$ cat src/rvdec_pkg.sv
// Shared types and constants for the RV32IM instruction decoder.
// Opcodes, mnemonic codes, funct3 lookup functions and the decode result struct.
// No dependencies.
`default_nettype none

package rvdec_pkg;

    typedef logic [5:0] mnem_t;

    typedef struct packed {
        mnem_t       code;
        logic [4:0]  rd;
        logic [4:0]  rs1;
        logic [4:0]  rs2;
        logic [31:0] imm;
        logic [31:0] target;
    } dec_result_t;

    // Major opcodes
    localparam logic [6:0] OPC_OP     = 7'h33;
    localparam logic [6:0] OPC_OPIMM  = 7'h13;
    localparam logic [6:0] OPC_LOAD   = 7'h03;
    localparam logic [6:0] OPC_STORE  = 7'h23;
    localparam logic [6:0] OPC_BRANCH = 7'h63;
    localparam logic [6:0] OPC_LUI    = 7'h37;
    localparam logic [6:0] OPC_AUIPC  = 7'h17;
    localparam logic [6:0] OPC_JAL    = 7'h6F;
    localparam logic [6:0] OPC_JALR   = 7'h67;
    localparam logic [6:0] OPC_SYSTEM = 7'h73;

    localparam logic [31:0] WORD_ECALL  = 32'h0000_0073;
    localparam logic [31:0] WORD_EBREAK = 32'h0010_0073;

    localparam logic [6:0] F7_BASE   = 7'h00;
    localparam logic [6:0] F7_MULDIV = 7'h01;
    localparam logic [6:0] F7_ALT    = 7'h20;

    // funct3 values used in decode
    localparam logic [2:0] F3_ADD  = 3'd0;
    localparam logic [2:0] F3_SLL  = 3'd1;
    localparam logic [2:0] F3_SLT  = 3'd2;
    localparam logic [2:0] F3_SLTU = 3'd3;
    localparam logic [2:0] F3_XOR  = 3'd4;
    localparam logic [2:0] F3_SR   = 3'd5;
    localparam logic [2:0] F3_OR   = 3'd6;
    localparam logic [2:0] F3_AND  = 3'd7;

    // Mnemonic codes
    localparam mnem_t CODE_ADD     = 6'd0;
    localparam mnem_t CODE_SUB     = 6'd1;
    localparam mnem_t CODE_AND     = 6'd2;
    localparam mnem_t CODE_OR      = 6'd3;
    localparam mnem_t CODE_XOR     = 6'd4;
    localparam mnem_t CODE_SLL     = 6'd5;
    localparam mnem_t CODE_SRL     = 6'd6;
    localparam mnem_t CODE_SRA     = 6'd7;
    localparam mnem_t CODE_SLT     = 6'd8;
    localparam mnem_t CODE_SLTU    = 6'd9;
    localparam mnem_t CODE_MUL     = 6'd10;
    localparam mnem_t CODE_MULH    = 6'd11;
    localparam mnem_t CODE_MULHSU  = 6'd12;
    localparam mnem_t CODE_MULHU   = 6'd13;
    localparam mnem_t CODE_DIV     = 6'd14;
    localparam mnem_t CODE_DIVU    = 6'd15;
    localparam mnem_t CODE_REM     = 6'd16;
    localparam mnem_t CODE_REMU    = 6'd17;
    localparam mnem_t CODE_ADDI    = 6'd18;
    localparam mnem_t CODE_ANDI    = 6'd19;
    localparam mnem_t CODE_ORI     = 6'd20;
    localparam mnem_t CODE_XORI    = 6'd21;
    localparam mnem_t CODE_SLLI    = 6'd22;
    localparam mnem_t CODE_SRLI    = 6'd23;
    localparam mnem_t CODE_SRAI    = 6'd24;
    localparam mnem_t CODE_LB      = 6'd25;
    localparam mnem_t CODE_LH      = 6'd26;
    localparam mnem_t CODE_LW      = 6'd27;
    localparam mnem_t CODE_LBU     = 6'd28;
    localparam mnem_t CODE_LHU     = 6'd29;
    localparam mnem_t CODE_SB      = 6'd30;
    localparam mnem_t CODE_SH      = 6'd31;
    localparam mnem_t CODE_SW      = 6'd32;
    localparam mnem_t CODE_BEQ     = 6'd33;
    localparam mnem_t CODE_BNE     = 6'd34;
    localparam mnem_t CODE_BLT     = 6'd35;
    localparam mnem_t CODE_BGE     = 6'd36;
    localparam mnem_t CODE_BLTU    = 6'd37;
    localparam mnem_t CODE_BGEU    = 6'd38;
    localparam mnem_t CODE_LUI     = 6'd39;
    localparam mnem_t CODE_AUIPC   = 6'd40;
    localparam mnem_t CODE_JAL     = 6'd41;
    localparam mnem_t CODE_JALR    = 6'd42;
    localparam mnem_t CODE_ECALL   = 6'd43;
    localparam mnem_t CODE_EBREAK  = 6'd44;
    localparam mnem_t CODE_SYSTEM  = 6'd45;
    localparam mnem_t CODE_UNKNOWN = 6'd46;

    function automatic mnem_t op_base_code(input logic [2:0] f3);
        mnem_t c;
        case (f3)
            F3_ADD:  c = CODE_ADD;
            F3_SLL:  c = CODE_SLL;
            F3_SLT:  c = CODE_SLT;
            F3_SLTU: c = CODE_SLTU;
            F3_XOR:  c = CODE_XOR;
            F3_SR:   c = CODE_SRL;
            F3_OR:   c = CODE_OR;
            default: c = CODE_AND;
        endcase
        return c;
    endfunction

    // M extension codes are dense in funct3 order
    function automatic mnem_t op_muldiv_code(input logic [2:0] f3);
        return CODE_MUL + mnem_t'(f3);
    endfunction

    function automatic mnem_t load_code(input logic [2:0] f3);
        mnem_t c;
        case (f3)
            3'd0:    c = CODE_LB;
            3'd1:    c = CODE_LH;
            3'd2:    c = CODE_LW;
            3'd4:    c = CODE_LBU;
            3'd5:    c = CODE_LHU;
            default: c = CODE_UNKNOWN;
        endcase
        return c;
    endfunction

    function automatic mnem_t store_code(input logic [2:0] f3);
        mnem_t c;
        case (f3)
            3'd0:    c = CODE_SB;
            3'd1:    c = CODE_SH;
            3'd2:    c = CODE_SW;
            default: c = CODE_UNKNOWN;
        endcase
        return c;
    endfunction

    function automatic mnem_t branch_code(input logic [2:0] f3);
        mnem_t c;
        case (f3)
            3'd0:    c = CODE_BEQ;
            3'd1:    c = CODE_BNE;
            3'd4:    c = CODE_BLT;
            3'd5:    c = CODE_BGE;
            3'd6:    c = CODE_BLTU;
            3'd7:    c = CODE_BGEU;
            default: c = CODE_UNKNOWN;
        endcase
        return c;
    endfunction

endpackage

`default_nettype wire

$ cat src/rvdec_core.sv
// Combinational decode of one RV32IM instruction word.
// Produces mnemonic code, register fields, immediate and branch/jal target.
// Depends on rvdec_pkg.
`default_nettype none

module rvdec_core (
    input  wire logic [31:0]          pc,
    input  wire logic [31:0]          word,
    output rvdec_pkg::dec_result_t    result
);
    import rvdec_pkg::*;

    logic [6:0]  opc;
    logic [2:0]  f3;
    logic [6:0]  f7;
    logic [31:0] imm_i;
    logic [31:0] imm_s;
    logic [31:0] imm_b;
    logic [31:0] imm_j;
    logic [31:0] imm_u;
    logic [31:0] br_target;
    logic [31:0] jal_target;
    mnem_t       code;
    mnem_t       tbl_code;
    logic [31:0] imm;
    logic [31:0] target;

    assign opc = word[6:0];
    assign f3  = word[14:12];
    assign f7  = word[31:25];

    assign imm_i = {{20{word[31]}}, word[31:20]};
    assign imm_s = {{20{word[31]}}, word[31:25], word[11:7]};
    assign imm_b = {{19{word[31]}}, word[31], word[7], word[30:25], word[11:8], 1'b0};
    assign imm_j = {{11{word[31]}}, word[31], word[19:12], word[20], word[30:21], 1'b0};
    assign imm_u = {12'd0, word[31:12]};

    assign br_target  = pc + imm_b;
    assign jal_target = pc + imm_j;

    always_comb
    begin
        code     = CODE_UNKNOWN;
        tbl_code = CODE_UNKNOWN;
        imm      = 32'd0;
        target   = 32'd0;
        case (opc)
            OPC_OP:
            begin
                if (f7 == F7_BASE)
                    code = op_base_code(f3);
                else if (f7 == F7_MULDIV)
                    code = op_muldiv_code(f3);
                else if (f7 == F7_ALT && f3 == F3_ADD)
                    code = CODE_SUB;
                else if (f7 == F7_ALT && f3 == F3_SR)
                    code = CODE_SRA;
            end
            OPC_OPIMM:
            begin
                case (f3)
                    F3_ADD:  code = CODE_ADDI;
                    F3_XOR:  code = CODE_XORI;
                    F3_OR:   code = CODE_ORI;
                    F3_AND:  code = CODE_ANDI;
                    F3_SLL:  code = (f7 == F7_BASE) ? CODE_SLLI : CODE_UNKNOWN;
                    F3_SR:
                    begin
                        if (f7 == F7_BASE)
                            code = CODE_SRLI;
                        else if (f7 == F7_ALT)
                            code = CODE_SRAI;
                    end
                    default: code = CODE_UNKNOWN;
                endcase
                // shift immediates keep the full I-immediate, funct7 included
                if (code != CODE_UNKNOWN)
                    imm = imm_i;
            end
            OPC_LOAD:
            begin
                tbl_code = load_code(f3);
                code     = tbl_code;
                if (tbl_code != CODE_UNKNOWN)
                    imm = imm_i;
            end
            OPC_STORE:
            begin
                tbl_code = store_code(f3);
                code     = tbl_code;
                if (tbl_code != CODE_UNKNOWN)
                    imm = imm_s;
            end
            OPC_BRANCH:
            begin
                tbl_code = branch_code(f3);
                code     = tbl_code;
                if (tbl_code != CODE_UNKNOWN)
                begin
                    imm    = imm_b;
                    target = br_target;
                end
            end
            OPC_LUI:
            begin
                code = CODE_LUI;
                imm  = imm_u;
            end
            OPC_AUIPC:
            begin
                code = CODE_AUIPC;
                imm  = imm_u;
            end
            OPC_JAL:
            begin
                code   = CODE_JAL;
                imm    = imm_j;
                target = jal_target;
            end
            OPC_JALR:
            begin
                code = CODE_JALR;
                imm  = imm_i;
            end
            OPC_SYSTEM:
            begin
                if (word == WORD_ECALL)
                    code = CODE_ECALL;
                else if (word == WORD_EBREAK)
                    code = CODE_EBREAK;
                else
                    code = CODE_SYSTEM;
            end
            default:
            begin
                code = CODE_UNKNOWN;
            end
        endcase
    end

    // field order matches dec_result_t
    assign result = {code, word[11:7], word[19:15], word[24:20], imm, target};

endmodule

`default_nettype wire

$ cat src/rv32im_instruction_decoder.sv
// RV32IM instruction decoder: input register, decode logic, result register.
// The result strobe done follows the start transfer through two registers, in_valid_reg then done_reg.
// Throughput: one instruction per cycle; busy is never raised and the receiver cannot stall.
// The result path is a 32-bit pc + offset adder beside the opcode decode, then a select.
// Reset (rst_n low, async) clears the valid bits; no result is strobed for a transfer taken before it.
// Depends on rvdec_pkg and rvdec_core.
`default_nettype none

module rv32im_instruction_decoder (
    input  wire logic               clk,
    input  wire logic               rst_n,
    input  wire logic               start,
    output logic                    busy,
    input  wire logic [31:0]        pc_address,
    input  wire logic [31:0]        instruction_word,
    output logic                    done,
    output rvdec_pkg::mnem_t        mnemonic_code,
    output logic [4:0]              dest_reg,
    output logic [4:0]              src1_reg,
    output logic [4:0]              src2_reg,
    output logic signed [31:0]      immediate,
    output logic [31:0]             target_address
);
    import rvdec_pkg::*;

    logic        in_valid_reg;
    logic [31:0] pc_reg;
    logic [31:0] word_reg;
    logic        done_reg;
    dec_result_t res_reg;
    dec_result_t res_next;
    logic        accept;

    assign busy   = 1'b0;
    assign accept = start && !busy;

    always_ff @(posedge clk or negedge rst_n)
    begin
        if (!rst_n)
        begin
            in_valid_reg <= 1'b0;
            done_reg     <= 1'b0;
        end
        else
        begin
            in_valid_reg <= accept;
            done_reg     <= in_valid_reg;
        end
    end

    always_ff @(posedge clk)
    begin
        if (accept)
        begin
            pc_reg   <= pc_address;
            word_reg <= instruction_word;
        end
        if (in_valid_reg)
            res_reg <= res_next;
    end

    rvdec_core u_core (
        .pc     (pc_reg),
        .word   (word_reg),
        .result (res_next)
    );

    assign done           = done_reg;
    assign mnemonic_code  = res_reg.code;
    assign dest_reg       = res_reg.rd;
    assign src1_reg       = res_reg.rs1;
    assign src2_reg       = res_reg.rs2;
    assign immediate      = $signed(res_reg.imm);
    assign target_address = res_reg.target;

`ifndef SYNTHESIS
    // every transfer in gives a strobe, registered through in_valid_reg and done_reg
    a_done_follows_start: assert property (@(posedge clk) disable iff (!rst_n)
        accept |-> ##2 done)
        else $error("result strobe missing after start transfer");

    a_no_spurious_done: assert property (@(posedge clk) disable iff (!rst_n)
        $rose(done) |-> $past(accept, 2))
        else $error("result strobe without a start transfer");

    // target only for branches and jal
    a_target_zero: assert property (@(posedge clk) disable iff (!rst_n)
        (done && mnemonic_code != CODE_JAL
            && (mnemonic_code < CODE_BEQ || mnemonic_code > CODE_BGEU))
        |-> target_address == 32'd0)
        else $error("nonzero target for non-branch");

    a_unknown_no_imm: assert property (@(posedge clk) disable iff (!rst_n)
        (done && (mnemonic_code == CODE_UNKNOWN || mnemonic_code == CODE_SYSTEM
            || mnemonic_code == CODE_ECALL || mnemonic_code == CODE_EBREAK))
        |-> immediate == 32'sd0)
        else $error("nonzero immediate for code without one");
`endif

endmodule

`default_nettype wire
$ cat config.mk
export PLATFORM = sky130hd
export DESIGN_NAME = rv32im_instruction_decoder
export DESIGN_NICKNAME = d
export VERILOG_FILES = /design/src/rvdec_pkg.sv /design/src/rvdec_core.sv /design/src/rv32im_instruction_decoder.sv
export SDC_FILE = /design/constraint.sdc
export NUM_CORES = 1
export LEC_CHECK = 0
export BUFFER_PORTS_ARGS = -buffer_cell sky130_fd_sc_hd__buf_2
export CELL_PAD_IN_SITES_DETAIL_PLACEMENT = 1
export CELL_PAD_IN_SITES_GLOBAL_PLACEMENT = 1
export CORE_MARGIN = 5
export CORE_UTILIZATION = 25
export CTS_BUF_LIST = sky130_fd_sc_hd__clkbuf_8 sky130_fd_sc_hd__clkbuf_16
export DETAILED_ROUTE_END_ITERATION = 16
export PLACE_DENSITY_LB_ADDON = 0.1
export REMOVE_ABC_BUFFERS = 1
export SYNTH_ARGS = -nofsm -noshare
export SYNTH_HDL_FRONTEND = slang
export SYNTH_SLANG_ARGS = --single-unit
$ cat constraint.sdc
create_clock -name clk -period 6.2 [get_ports clk]
set_input_delay 0.31 -clock clk [delete_from_list [all_inputs] [get_ports clk]]
set_output_delay 0.31 -clock clk [all_outputs]
set_load 0.01 [all_outputs]
==> results.py, run 1 <==
metrics = {
    "power_and_ir_drop": {
        "peakVddDrop_uv": 204.2,
        "p_leak_nw": 4.010,
        "pwr_density_cell_nw_per_um2": 281.1,
    },
    "sta": {
        "rsz0062_at_grt": "no",
        "hold_viol_final": 0,
        "fin_setup_tns_ns": 0,
        "worstMarginPinSlew_ns": 1.012,
        "timing.fmax_mhz": 290.5,
        "timing.hold.ws_ns": 0.04013,
        "fin_crit_ns": 3.442,
        "finalSetupViolations": 0,
        "fin_crit_sh_pct": 55.52,
        "max-slew-margin-rel_pct": 32.16,
        "skew_ns": 0.01341,
        "finalMaxSlewViolations": 0,
    },
    "die": {
        "die_x_um": 192.9,
        "die_y_um": 192.9,
        "rows": 67,
        "die-area_sq_um": 37210,
        "io_pins": 154,
        "start_util_pct": 25.13,
        "core_sq_um": 33280,
    },
    "worst_setup_path": {
        "arrival_ns": 3.63,
        "critPathSlowestCell": "edfxtp_1",
        "crit_path_frequent_cell": "nand2_1",
        "cp_top_family": "compound AO/OA/AOI/OAI gates",
        "worst-path-max-fanout": 20,
        "cp.required_ns": 6.39,
        "critPathBufInv": 0,
        "start_kind": "register",
        "crit_chain": "ha_1, a21o_1, a2111oi_0, nand2_1, a311o_1, a311oi_2, mux2i_1, nand2_1",
        "crit_path_max_incr_delay_ns": 0.88,
        "path_class": "reg -> reg",
        "critPathCaptureType": "register",
    },
    "run": {
        "drv_cap": 0,
    },
    "clock_network": {
        "clock_sinks": 140,
        "cts_resized": 0,
        "clkTransAtPathRegs_ns": 0.07,
        "cts_tree": "yes",
        "worstSkewPairLatency_ns": 0.44,
        "numCtsBuffers": 17,
        "h-tree-depth": 4,
        "cts_setup_buffers": 0,
        "cts_root_buffer": "clkbuf_16",
        "clockBufferDepth": 2,
        "postCtsHoldBufs": 1,
    },
    "min_path": {
        "hold_class": "in -> reg",
    },
    "layout": {
        "num_antenna_cells": 0,
        "final_nets": 1024,
        "areaGrowthSynthToFinish_pct": 21.32,
        "drive_above_1_share_pct": 23.92,
        "final_cells": 1372,
    },
    "routing": {
        "route.met3.wl_um": 1278,
        "wirelength_um": 29570,
        "vias_per_cell": 4.971,
        "antenna_left": 0,
        "wl_met2_um": 13630,
        "wl_per_cell_um": 21.55,
        "wl_met1_um": 14310,
        "top_layer_used": "met4",
        "vias": 6820,
        "first_pass_iters": 7,
        "drc_errors": 0,
        "drt-initial-drc-count": 391,
    },
    "place": {
        "post-dp-hpwl_um": 21870,
        "place.gp.congestion": 0.8495,
        "io_buffers": 152,
        "dpl.cell_count": 1339,
    },
    "synthesis": {
        "synth_flop_cell": "edfxtp_1",
        "ys_warn_count": 0,
        "syn_area_sq_um": 8364,
        "syn_area_per_cell_sq_um": 10.78,
        "synth-edff-count": 138,
        "synth_cell_type_count": 75,
        "synthArstFlopShare_pct": 1.429,
        "synth_seq_cells": 140,
        "ys_seq_area_share_pct": 50.14,
        "synthCells": 776,
    },
    "global_routing": {
        "grtUsageTotal_pct": 15.98,
        "antenna_found_initial": 0,
        "grt_pass1_vias": 7153,
        "grt_max_degree": 66,
        "grt_overflow": 0,
        "grt_pass1_wl_um": 44660,
    },
    "status": {
        "outcome": "completed",
    },
}
placed cells by master, fill, tap and decap left out, drive strengths merged, types with 12 or more instances in the layout:
cell    synthesis  routed
a21oi          66      66
nor2           57      57
o21ai          45      45
buf            23     164
xor2           12      12
nor3           16      16
ha             44      44
clkbuf         26      17
inv            27      34
nand2          61      61
nand3          23      23
o21bai         13      13
edfxtp        138     138
a21o           26      26
o22ai          16      16
xnor2          12      12
stage by stage:
step | area [sq um] | util (%) | worst slack (ns) | total power [mW]
after global placement | 9534 | 28.65 | 2.785 | 1.833
after detailed placement | 9534 | 28.65 | 2.755 | 1.829
after CTS | 10150 | 30.49 | 2.741 | 2.901
after floorplan | 8109 | - | 3.207 | 1.582
final | 10150 | 30.49 | 2.758 | 2.853
after global routing | 10150 | 30.49 | 2.512 | 3.007
metal layers:
metal	GRT usage, %	vias to the layer above
met5	0	-
met4	4.003	0
met3	3.202	18
met2	25.58	171
met1	22.24	3367
li1	-	3264
cell families (layout without fill, tap and decap cells):
family / after synthesis / in the layout / synth area share (%)
XOR/XNOR: 24 / 24 / 2.513
flip-flops: 140 / 140 / 50.14
multiplexers: 6 / 6 / 0.7330
adder cells (fa/ha/maj): 46 / 46 / 7.061
buffers and inverters: 76 / 224 / 4.263
other: 1 / 1 / 0.04483
AND/OR/NAND/NOR: 215 / 215 / 12.76
AO/OA/AOI/OAI: 268 / 268 / 22.48
synthesized netlist by cell type, types with 8 or more instances:
master / number / area [sq um]
nor2_1: 55 / 206.5
o22ai_1: 16 / 100.1
buf_4: 12 / 90.09
o21ai_0: 41 / 205.2
nand2_1: 60 / 225.2
clkbuf_1: 26 / 97.59
nor2b_1: 9 / 56.30
nand3_1: 23 / 115.1
nand2b_1: 9 / 56.30
a22o_1: 10 / 87.58
a211oi_1: 11 / 82.58
buf_2: 9 / 45.04
edfxtp_1: 138 / 4144
nor3_1: 16 / 80.08
ha_1: 44 / 550.5
a31oi_1: 8 / 50.05
xnor2_1: 12 / 105.1
o21bai_1: 13 / 97.59
a21oi_1: 63 / 315.3
a221o_1: 11 / 110.1
inv_1: 27 / 101.4
a21o_1: 26 / 195.2
xor2_1: 12 / 105.1
power by group:
part	internal (mW)	total, mW	switching, mW
Sequential	1.13	1.19	0.0689
Combinational	0.230	0.605	0.374
Clock	0.574	1.05	0.479
layout make-up:
class / count / area, sq um
Multi-Input combinational cell: 560 / 3824
Fill cell: 3802 / 23130
Clock buffer: 17 / 425.4
Timing Repair Buffer: 165 / 860.8
Tap cell: 448 / 560.5
Clock inverter: 15 / 177.7
Inverter: 27 / 101.3
Sequential cell: 140 / 4198
worst paths after layout:
kind                                startpoint            endpoint  slack, ns  cells past startpoint
worst min-delay path            pc_address[26]          pc_reg[26]       0.04                      1
worst min register to register       pc_reg[0]   target_address[0]       0.54                      1
worst max-delay path              word_reg[12]  target_address[25]       2.76                      8
min in group asynchronous                rst_n        in_valid_reg       0.19                      2
max in group asynchronous                rst_n        in_valid_reg       5.91                      2
worst max register to register    word_reg[12]  target_address[25]       2.76                      8
(Power assumes the default switching activity.)
==> run 2: changes to the inputs <==
==> constraint.sdc (replaced) <==
create_clock -name clk -period 3.42 [get_ports clk]
set_input_delay 0.171 -clock clk [delete_from_list [all_inputs] [get_ports clk]]
set_output_delay 0.171 -clock clk [all_outputs]
set_load 0.01 [all_outputs]
==> results.py, run 2 (synthesis results as in run 1) <==
metrics = {
    "routing": {
        "first_pass_iters": 5,
        "vias_per_cell": 4.887,
        "drc_errors": 0,
        "wirelength_um": 30960,
        "vias": 7174,
        "drt-initial-drc-count": 474,
        "wl_per_cell_um": 21.09,
        "antenna_left": 0,
    },
    "sta": {
        "timing.fmax_mhz": 316.2,
        "fin_setup_tns_ns": 0,
        "final_critical_path_setup_slack_ns": 0.2571,
        "finalMaxSlewViolations": 0,
        "skew_ns": 0.01224,
        "fin_crit_ns": 3.163,
        "worstMarginPinSlew_ns": 1.105,
        "rsz0062_at_grt": "no",
        "finalSetupViolations": 0,
        "fin_crit_sh_pct": 92.48,
        "max-slew-margin-rel_pct": 26.36,
        "hold_viol_final": 0,
    },
    "die": {
        "rows": 67,
        "core_sq_um": 33280,
        "die_y_um": 192.9,
        "start_util_pct": 25.13,
        "die-area_sq_um": 37210,
        "die_x_um": 192.9,
        "io_pins": 154,
    },
    "clock_network": {
        "clockBufferDepth": 2,
        "cts_tree": "yes",
        "clkTransAtPathRegs_ns": 0.07,
        "h-tree-depth": 4,
        "clock_sinks": 140,
        "cts_root_buffer": "clkbuf_16",
        "worstSkewPairLatency_ns": 0.44,
        "cts_setup_buffers": 0,
        "numCtsBuffers": 17,
    },
    "global_routing": {
        "grtUsageTotal_pct": 16.66,
        "grt_overflow": 0,
        "grt_pass1_wl_um": 46310,
        "antenna_found_initial": 0,
        "grt_pass1_vias": 7440,
        "grt_max_degree": 76,
    },
    "worst_setup_path": {
        "crit_path_max_incr_delay_ns": 0.46,
        "path_class": "reg -> reg",
        "crit_chain": "ha_1, inv_1, fa_1, nor2b_1, o21ai_1, a21oi_1, o21bai_1, a21oi_1, a311o_1, a31oi_1, a21o_1, a32oi_1",
        "cp.required_ns": 3.70,
        "reg2reg_slack_ns": 0.26,
        "start_kind": "register",
        "critPathSlowestCell": "a311o_1",
        "worst-path-max-fanout": 8,
        "crit_path_frequent_cell": "a21oi_1",
        "arrival_ns": 3.44,
        "critPathCaptureType": "register",
    },
    "layout": {
        "final_cell_mix": "buf_2, edfxtp_1, dlygate4sd3_1, a21oi_1, nand2_1",
        "areaGrowthSynthToFinish_pct": 31.73,
        "drive_above_1_share_pct": 24.51,
        "num_antenna_cells": 0,
        "final.fill_count": 3788,
        "final_nets": 1120,
        "mostFrequentLayoutCell": "buf_2",
    },
    "place": {
        "place.gp.congestion": 0.8252,
        "post-dp-hpwl_um": 23210,
        "pre_cts_ws_ns": 0.2198,
        "io_buffers": 152,
    },
    "run": {
        "drv_cap": 0,
    },
    "status": {
        "outcome": "completed",
    },
    "power_and_ir_drop": {
        "pwr_density_cell_nw_per_um2": 475.2,
        "p_leak_nw": 4.420,
        "fin_total_pwr_mw": 5.236,
        "peakVddDrop_uv": 369.8,
    },
    "min_path": {
        "hold_class": "in -> async",
    },
}
run 2: final cells by class:
type                    instances  area [sq um]  share of cell area (%)
multi-input cells             560          3831                   34.77
flip-flops and latches        140          4198                   38.10
well taps                     448         560.5                   5.087
inverters                      27         101.3                  0.9198
clock inverters                15         147.6                   1.340
clock buffers                  17         425.4                   3.861
repair buffers                261          1754                   15.92
run 2: power breakdown:
part / total [mW] / internal (mW) / switching (mW)
sequential: 2.14 / 2.04 / 0.0982
clock: 1.86 / 1.07 / 0.787
combinational: 1.24 / 0.503 / 0.737
run 2: final timing paths:
kind,start,to,cells past startpoint
worst max register to register,pc_reg[1],target_address[31],12
worst min-delay path,rst_n,done,2
min in group clk,start,word_reg[4],1
worst min register to register,pc_reg[0],target_address[0],1
max in group asynchronous,rst_n,in_valid_reg,2
worst max-delay path,pc_reg[1],target_address[31],12
run 2: worst max-delay path, delay by kind of cell (launching register included):
kind            cells  cell delay (ns)
compound gates      8             1.82
fa+ha+maj           2             0.61
buf+inv             1             0.07
flops               1             0.36
simple gates        1             0.13
run 2: repair_timing:
action	in CTS	in global routing
setup endpoints to repair	0	1
hold endpoints to repair	66	0
hold buffers	65	0
resized for setup	0	1
run 2: metrics by stage:
stage | hold WS, ns | util [%] | std cells | cell area [sq um]
6_report | 0.03603 | 33.11 | 1468 | 11020
3_5_place_dp | -0.04059 | 29.41 | 1371 | 9787
5_1_grt | 0.01920 | 33.11 | 1468 | 11020
3_3_place_gp | -0.03985 | 29.41 | 1371 | 9787
4_1_cts | 0.01128 | 33.08 | 1468 | 11010
2_1_floorplan | -0.1246 | - | 727 | 8109
run 2: layer usage:
layer | track usage (%) | part of all wire (%) | wire, um
met5 | 0 | 0 | 0
met4 | 4.031 | 1.1 | 343
met3 | 2.840 | 3.6 | 1100
met2 | 26.80 | 47 | 14400
met1 | 23.46 | 49 | 15110
==> run 3: changes to the inputs <==
--- a/config.mk
+++ b/config.mk
@@ -8,7 +8,6 @@
 export BUFFER_PORTS_ARGS = -buffer_cell sky130_fd_sc_hd__buf_2
 export CELL_PAD_IN_SITES_DETAIL_PLACEMENT = 1
 export CELL_PAD_IN_SITES_GLOBAL_PLACEMENT = 1
-export CORE_MARGIN = 5
 export CORE_UTILIZATION = 25
 export CTS_BUF_LIST = sky130_fd_sc_hd__clkbuf_8 sky130_fd_sc_hd__clkbuf_16
 export DETAILED_ROUTE_END_ITERATION = 16
==> results.py, run 3 (synthesis results as in run 1) <==
metrics = {
    "routing": {
        "antenna_left": 0,
        "wirelength_um": 30360,
        "first_pass_iters": 7,
        "vias_per_cell": 4.874,
        "vias": 7146,
        "wl_per_cell_um": 20.71,
        "drc_errors": 0,
        "drt-initial-drc-count": 411,
    },
    "worst_setup_path": {
        "worst-path-max-fanout": 6,
        "rr_worst_depth": 10,
        "cp.required_ns": 3.60,
        "crit_chain": "ha_1, a2111oi_0, o21ai_0, a41oi_2, o21ai_2, a21bo_2, a21oi_2, o21ai_0, a22oi_1, o21bai_1",
        "critPathSlowestCell": "a2111oi_0",
        "path_class": "reg -> reg",
        "reg2reg_from": "word_reg[27]",
        "critPathCaptureType": "register",
        "start_kind": "register",
        "crit_path_frequent_cell": "o21ai_0",
        "crit_path_max_incr_delay_ns": 0.45,
        "reg2reg_to": "target_address[24]",
        "reg2reg_slack_ns": 0.24,
        "arrival_ns": 3.36,
    },
    "sta": {
        "timing.hold.ws_ns": 0.02828,
        "fin_crit_sh_pct": 92.97,
        "timing.fmax_mhz": 314.5,
        "finalSetupViolations": 0,
        "fin_crit_ns": 3.180,
        "finalMaxSlewViolations": 0,
        "hold_viol_final": 0,
        "fin_setup_tns_ns": 0,
        "rsz0062_at_grt": "no",
        "max-slew-margin-rel_pct": 40.02,
        "skew_ns": 0.01475,
        "worstMarginPinSlew_ns": 0.8997,
    },
    "global_routing": {
        "grt_overflow": 0,
        "grt_pass1_wl_um": 45610,
        "grt_pass1_vias": 7490,
        "grt_max_degree": 66,
        "grtUsageTotal_pct": 18.27,
        "antenna_found_initial": 1,
    },
    "place": {
        "io_buffers": 152,
        "place.gp.congestion": 0.7957,
        "post-dp-hpwl_um": 22250,
        "dpl.cell_count": 1369,
    },
    "layout": {
        "mostFrequentLayoutCell": "buf_2",
        "final_cell_mix": "buf_2, edfxtp_1, dlygate4sd3_1, a21oi_1, nand2_1",
        "num_antenna_cells": 0,
        "final_cells": 1466,
        "final_nets": 1124,
        "areaGrowthSynthToFinish_pct": 31.80,
        "drive_above_1_share_pct": 24.90,
    },
    "run": {
        "drv_cap": 0,
    },
    "power_and_ir_drop": {
        "clockPowerShare_pct": 35.0,
        "switching_share_pct": 31.59,
        "power_frac_seq_pct": 41.1,
        "p_sw_mw": 1.644,
        "cellInternalPower_mw": 3.561,
        "pwr_density_cell_nw_per_um2": 472.1,
        "power.share.combinational_pct": 23.9,
        "fin_total_pwr_mw": 5.204,
        "peakVddDrop_uv": 367.2,
        "p_leak_nw": 4.437,
    },
    "min_path": {
        "hold_class": "in -> async",
    },
    "clock_network": {
        "clkTransAtPathRegs_ns": 0.06,
        "cts_tree": "yes",
        "cts_setup_buffers": 0,
        "clockBufferDepth": 2,
        "cts_root_buffer": "clkbuf_16",
        "worstSkewPairLatency_ns": 0.45,
        "clock_sinks": 140,
        "h-tree-depth": 4,
        "numCtsBuffers": 17,
    },
    "die": {
        "core_sq_um": 32700,
        "rows": 66,
        "die-area_sq_um": 34190,
        "die_x_um": 184.9,
        "start_util_pct": 25.58,
        "io_pins": 154,
        "die_y_um": 184.9,
    },
    "status": {
        "outcome": "completed",
    },
}
[run 3: area by class of cell]
cell class,instances,area [sq um]
timing repair buffer,265,1784
clock inverter,15,138.9
fill,3744,21680
inverter,27,101.3
tap,442,553.0
sequential,140,4198
clock buffer,17,425.4
multi-input combinational,560,3824
[run 3: worst max path at each step]
stage	startpoint	end	slack [ns]	depth (start not counted)
2_1_floorplan	word_reg[14]	target_address[25]	0.43	10
5_1_grt	pc_reg[1]	target_address[27]	0.06	12
3_5_place_dp	word_reg[27]	target_address[24]	0.20	10
6_report	word_reg[27]	target_address[24]	0.24	10
3_3_place_gp	word_reg[27]	target_address[24]	0.21	10
4_1_cts	word_reg[27]	target_address[24]	0.16	10
[run 3: layer usage]
metal | part of all wire [%] | wire [um] | track usage [%]
met1 | 50 | 15260 | 25.85
met4 | 0.94 | 286 | 4.992
met2 | 45 | 13610 | 28.36
met3 | 4.0 | 1208 | 3.284
met5 | 0 | 0 | 0
[run 3: metrics by stage]
stage                     worst slack, ns  utilization [%]  area, sq um
after floorplan                    0.4266                -         8109
after global placement             0.2081            30.00         9809
after detailed placement           0.1988            30.00         9809
after CTS                          0.1642            33.71        11020
after global routing              0.05808            33.71        11020
final                              0.2403            33.71        11020
[run 3: repair_timing]
action                    CTS  global route
gates resized for setup     0             0
hold buffers               65             0
hold endpoints to repair   66             0
[run 3: power groups by stage]
stage | combinational [mW] | clock [mW] | sequential [mW]
finish | 1.24 | 1.82 | 2.14
global route | 1.37 | 1.95 | 2.16
CTS | 1.25 | 1.89 | 2.15
detailed placement | 1.19 | 0 | 2.18
global placement | 1.19 | 0 | 2.18
floorplan | 0.660 | 0 | 2.21
[run 3: critical path, delay by kind of cell, from the launching register on]
family                   cells  cell delay (ns)
AO/OA/AOI/OAI                9             2.15
flip-flops                   1             0.42
adder cells (fa/ha/maj)      1             0.35
